**config.mk**
```make
export PLATFORM = sky130hd
export DESIGN_NAME = tcce_ctrl
export DESIGN_NICKNAME = d
export VERILOG_FILES = /design/src/tcce_pkg.sv /design/src/tcce_ctrl.sv
export SDC_FILE = /design/constraint.sdc
export NUM_CORES = 1
export LEC_CHECK = 0
export ABC_CLOCK_PERIOD_IN_PS = 1400
export BUFFER_PORTS_ARGS = -buffer_cell sky130_fd_sc_hd__clkbuf_2
export CORE_AREA = 2 2 39 41
export DETAILED_ROUTE_END_ITERATION = 10
export DIE_AREA = 0 0 41 43
export GPL_ROUTABILITY_DRIVEN = 0
export HOLD_SLACK_MARGIN = 0.06
export PLACE_DENSITY = 0.59
export SLEW_MARGIN = 10
export SYNTH_ARGS = -nofsm -noshare
export SYNTH_HDL_FRONTEND = slang
export SYNTH_SLANG_ARGS = --single-unit
```
**constraint.sdc**
```tcl
create_clock -name clk -period 1.4 [get_ports clk]
set_clock_uncertainty 0.2 [all_clocks]
set_input_delay 0.07 -clock clk [delete_from_list [all_inputs] [get_ports clk]]
set_output_delay 0.07 -clock clk [all_outputs]
set_load 0.005 [all_outputs]
```
**src/tcce_pkg.sv**
```systemverilog
// Package for the text console character engine.
// Holds the function and character codes, the controller state type and
// the command and status words that pass between controller and datapath.
package tcce_pkg;

  localparam logic [1:0] FUNC_PUT   = 2'd0;
  localparam logic [1:0] FUNC_CLEAR = 2'd1;
  localparam logic [1:0] FUNC_READ  = 2'd2;

  localparam logic [7:0] CHAR_BS       = 8'h08;
  localparam logic [7:0] CHAR_TAB      = 8'h09;
  localparam logic [7:0] CHAR_LF       = 8'h0A;
  localparam logic [7:0] CHAR_CR       = 8'h0D;
  localparam logic [7:0] CHAR_PRINT_LO = 8'h20;
  localparam logic [7:0] CHAR_PRINT_HI = 8'h7F;

  localparam logic [15:0] BLANK_CELL = 16'h0F20;
  localparam int          TAB_STEP   = 8;

  typedef enum logic [2:0] {
    ST_IDLE,
    ST_EXEC,
    ST_SCROLL,
    ST_FILL,
    ST_DONE
  } state_t;

  typedef struct packed {
    logic load;
    logic exec_put;
    logic home;
    logic read;
    logic cnt_zero;
    logic copy_rd;
    logic fill;
    logic out_load;
  } cmd_t;

  typedef struct packed {
    logic [1:0] func;
    logic       need_scroll;
    logic       scroll_last;
    logic       fill_last;
    logic       out_free;
  } status_t;

endpackage

```
**src/tcce_ctrl.sv**
```systemverilog
// Controller state machine of the text console character engine.
// Depends on tcce_pkg for the state type and the command and status words.
module tcce_ctrl (
  input  logic              clk,
  input  logic              rst,
  input  logic              in_valid,
  output logic              in_ready,
  input  tcce_pkg::status_t st,
  output tcce_pkg::cmd_t    cmd
);

  tcce_pkg::state_t state;
  tcce_pkg::state_t state_next;
  logic             reply;

  always_ff @(posedge clk) begin
    if (rst) begin
      state <= tcce_pkg::ST_FILL;
      reply <= 1'b0;
    end else begin
      state <= state_next;
      if (state == tcce_pkg::ST_EXEC) begin
        reply <= 1'b1;
      end
    end
  end

  always_comb begin
    state_next = state;
    unique case (state)
      tcce_pkg::ST_IDLE: begin
        if (in_valid) begin
          state_next = tcce_pkg::ST_EXEC;
        end
      end
      tcce_pkg::ST_EXEC: begin
        unique case (st.func)
          tcce_pkg::FUNC_PUT: begin
            state_next = st.need_scroll ? tcce_pkg::ST_SCROLL : tcce_pkg::ST_DONE;
          end
          tcce_pkg::FUNC_CLEAR: state_next = tcce_pkg::ST_FILL;
          default:              state_next = tcce_pkg::ST_DONE;
        endcase
      end
      tcce_pkg::ST_SCROLL: begin
        if (st.scroll_last) begin
          state_next = tcce_pkg::ST_FILL;
        end
      end
      tcce_pkg::ST_FILL: begin
        if (st.fill_last) begin
          state_next = reply ? tcce_pkg::ST_DONE : tcce_pkg::ST_IDLE;
        end
      end
      tcce_pkg::ST_DONE: begin
        if (st.out_free) begin
          state_next = tcce_pkg::ST_IDLE;
        end
      end
      default: state_next = tcce_pkg::ST_IDLE;
    endcase
  end

  always_comb begin
    cmd      = '0;
    in_ready = 1'b0;
    unique case (state)
      tcce_pkg::ST_IDLE: begin
        in_ready = 1'b1;
        cmd.load = in_valid;
      end
      tcce_pkg::ST_EXEC: begin
        unique case (st.func)
          tcce_pkg::FUNC_PUT: begin
            cmd.exec_put = 1'b1;
            cmd.cnt_zero = 1'b1;
          end
          tcce_pkg::FUNC_CLEAR: begin
            cmd.home     = 1'b1;
            cmd.cnt_zero = 1'b1;
          end
          tcce_pkg::FUNC_READ: cmd.read = 1'b1;
          default: ;
        endcase
      end
      tcce_pkg::ST_SCROLL: cmd.copy_rd = !st.scroll_last;
      tcce_pkg::ST_FILL:   cmd.fill = 1'b1;
      tcce_pkg::ST_DONE:   cmd.out_load = st.out_free;
      default: ;
    endcase
  end

endmodule

```
==> results.json <==
{
  "grt_pass1_vias": 444,
  "clockBufferDepth": 2,
  "fin_ws_ns": -0.0934,
  "synthMuxAreaShare": 0.0309,
  "area_growth_pct": 118,
  "seq_power_share": 0.240,
  "gr-total-overflow": 0,
  "synth_cell_types": 25,
  "via_per_inst": 4.63,
  "vias": 440,
  "routed_wl_mm": 1.15,
  "insertion_delay_ns": 0.23,
  "coreArea_um2": 1380,
  "synth_compound_area_frac": 0.216,
  "drt_iter0_drc": 0,
  "holdWs_ns": 0.0601,
  "post-place-ws_ns": -0.0455,
  "cpPeakStageDelay_ns": 0.35,
  "antenna_found_initial": 0,
  "violations": "negative setup slack",
  "worst_pin_slew_ns": 0.245,
  "final_cell_mix": "clkbuf_2 (13), buf_4 (10), dlygate4sd3_1 (5)",
  "crit_arrival_ns": 1.22,
  "maxSlewHeadroom": 0.834,
  "hold_end": "state[2]$_SDFFE_PP0P_",
  "grt_pass1_wl_mm": 1.84,
  "avgRoutedWirePerCell_um": 12.1,
  "crit_slowest_cell": "dfxtp_4",
  "r2r_end": "state[1]$_SDFFE_PP1P_",
  "cts-root-buf": "clkbuf_4",
  "drive_gt1_frac": 0.633,
  "die_w_um": 41,
  "cts-buffers-inserted": 3,
  "drc_errors": 0,
  "synth_xor_area_frac": 0,
  "setup_viol": 7,
  "r2r-start": "state[0]$_SDFFE_PP1P_",
  "cts_tree": "built",
  "die_area_um2": 1760,
  "hold_viol": 0,
  "fin_crit_ns": 1.49,
  "hold_class": "in -> reg",
  "synthAdderAreaFrac": 0,
  "ys_warn_count": 0,
  "ys_seq_area_frac": 0.247,
  "hp-start": "st[5]",
  "holdPathStages": 3,
  "row_count": 14,
  "clock_sinks": 4,
  "ant_nets": 0,
  "dp_hpwl_um": 714,
  "grt_setup_unrepaired": "true",
  "final_common_cell": "clkbuf_2",
  "p_leak_nw": 0.332,
  "fin_crit_sh": 1.07,
  "start_util": 0.234,
  "reg2reg_depth": 4,
  "path_clk_slew_ns": 0.04,
  "fmax_ghz": 0.670,
  "status": "complete, but fails checks",
  "syn_inst": 42,
  "power_switching_mw": 0.258,
  "port_buffers": 17,
  "syn_nets": 51,
  "start_kind": "flip-flop",
  "internal_power_mw": 0.487,
  "maxCapViolations": 0,
  "synth.avg_cell_area_um2": 7.72,
  "comb_power_share": 0.576,
  "p_per_area_nw_per_um2": 1060,
  "drt_first_pass_iters": 1,
  "netlist_area_um2": 324,
  "htree_num_levels": 1,
  "crit_fanout": 5,
  "grt_max_degree": 7,
  "path_cells": "buf_12 -> nor4b_4 -> and2_1 -> buf_2",
  "swShare": 0.346,
  "dieHeight_um": 43,
  "synth_top_family_by_area": "simple AND/OR/NAND/NOR gates",
  "nets": 90,
  "ios": 18,
  "worstSetupPathType": "reg -> out",
  "num_antenna_cells": 0,
  "setup.worst_path.end_class": "output port",
  "rrSetupSlack_ns": -0.04,
  "power_frac_clock": 0.185,
  "track_usage": 0.148,
  "maxSlewViolCount": 0,
  "synth-seq-cells": 4,
  "ir_drop_uv": 550,
  "synth-simple-area-share": 0.436,
  "crit_required_ns": 1.13
}
per-stage QoR:
stage	utilization	TNS (ns)	cells	power (mW)	area, um^2
final	0.510	-0.259	95	0.745	706
after detailed placement	0.352	-0.0601	80	0.454	487
after floorplan	-	0	42	0.307	324
after CTS	0.451	-0.258	91	0.672	624
after global placement	0.352	0	80	0.448	487
after global routing	0.510	-0.945	95	0.809	706
worst max-delay path by stage:
stage	from	to	slack, ns	cells past startpoint
after floorplan	state[1]$_SDFFE_PP1P_	state[2]$_SDFFE_PP0P_	0.05	4
after global placement	state[0]$_SDFFE_PP1P_	state[2]$_SDFFE_PP0P_	0.01	3
after detailed placement	state[0]$_SDFFE_PP1P_	state[2]$_SDFFE_PP0P_	-0.05	3
after CTS	state[1]$_SDFFE_PP1P_	cmd[5]	-0.08	4
after global routing	state[1]$_SDFFE_PP1P_	cmd[5]	-0.19	4
final	state[1]$_SDFFE_PP1P_	cmd[5]	-0.09	4
state kept, by name (all words and copies together), names as in the netlist:
register  cells
state         3
reply         1
metal layers:
layer	global-route usage	share of wire	vias up
met1	0.187	0.39	199
li1	-	-	226
met5	0	0	-
met4	0.0200	0	0
met2	0.250	0.55	15
met3	0.0314	0.054	0
power by group through the flow:
stage	Sequential [mW]	Clock, mW	Combinational [mW]
6_report	0.178	0.138	0.429
5_1_grt	0.184	0.154	0.471
4_1_cts	0.178	0.144	0.350
3_5_place_dp	0.172	0	0.282
3_3_place_gp	0.169	0	0.278
2_1_floorplan	0.148	0	0.159
logic make-up after synthesis:
kind of cell	Yosys count
simple gates	23
compound gates	9
buf+inv	5
flops	4
mux	1
critical path, delay by kind of cell, from the launching register on:
kind,cells,cell delay (ns)
buffers and inverters,2,0.23
and+or+nand+nor,2,0.41
DFF,1,0.35
synthesized netlist by cell type (all sizes together):
| master | count | share of area |
|---|---|---|
| o31a | 1 | 0.027 |
| o21ai | 2 | 0.031 |
| dfxtp | 4 | 0.25 |
| o211ai | 1 | 0.023 |
| nor2b | 1 | 0.019 |
| and2 | 3 | 0.058 |
| nor3 | 3 | 0.046 |
| and3 | 1 | 0.019 |
| or2b | 1 | 0.023 |
| mux2i | 1 | 0.031 |
| buf | 3 | 0.046 |
| a211o | 1 | 0.027 |
| a221oi | 1 | 0.046 |
| nand2 | 2 | 0.023 |
| nand3b | 1 | 0.023 |
| nor2 | 6 | 0.069 |
| a31oi | 2 | 0.039 |
| inv | 2 | 0.023 |
| nand2b | 1 | 0.019 |
| nor3b | 2 | 0.062 |
| nor4b | 2 | 0.073 |
| a21boi | 1 | 0.023 |
area by class of cell:
type | count | area (um^2)
multi-input combinational | 33 | 289
sequential | 4 | 91.3
inverter | 2 | 7.51
fill | 148 | 678
timing repair buffer | 37 | 275
tap | 16 | 20.0
clock buffer | 3 | 22.5
repair_timing:
action / CTS / global route
buffers inserted: 4 / 3
hold endpoints to repair: 4 / 1
resized for setup: 14 / 17
pin swaps: 8 / 3
hold buffers: 4 / 1
setup endpoints to repair: 10 / 10
No activity file was read; power rests on OpenSTA's default activity.
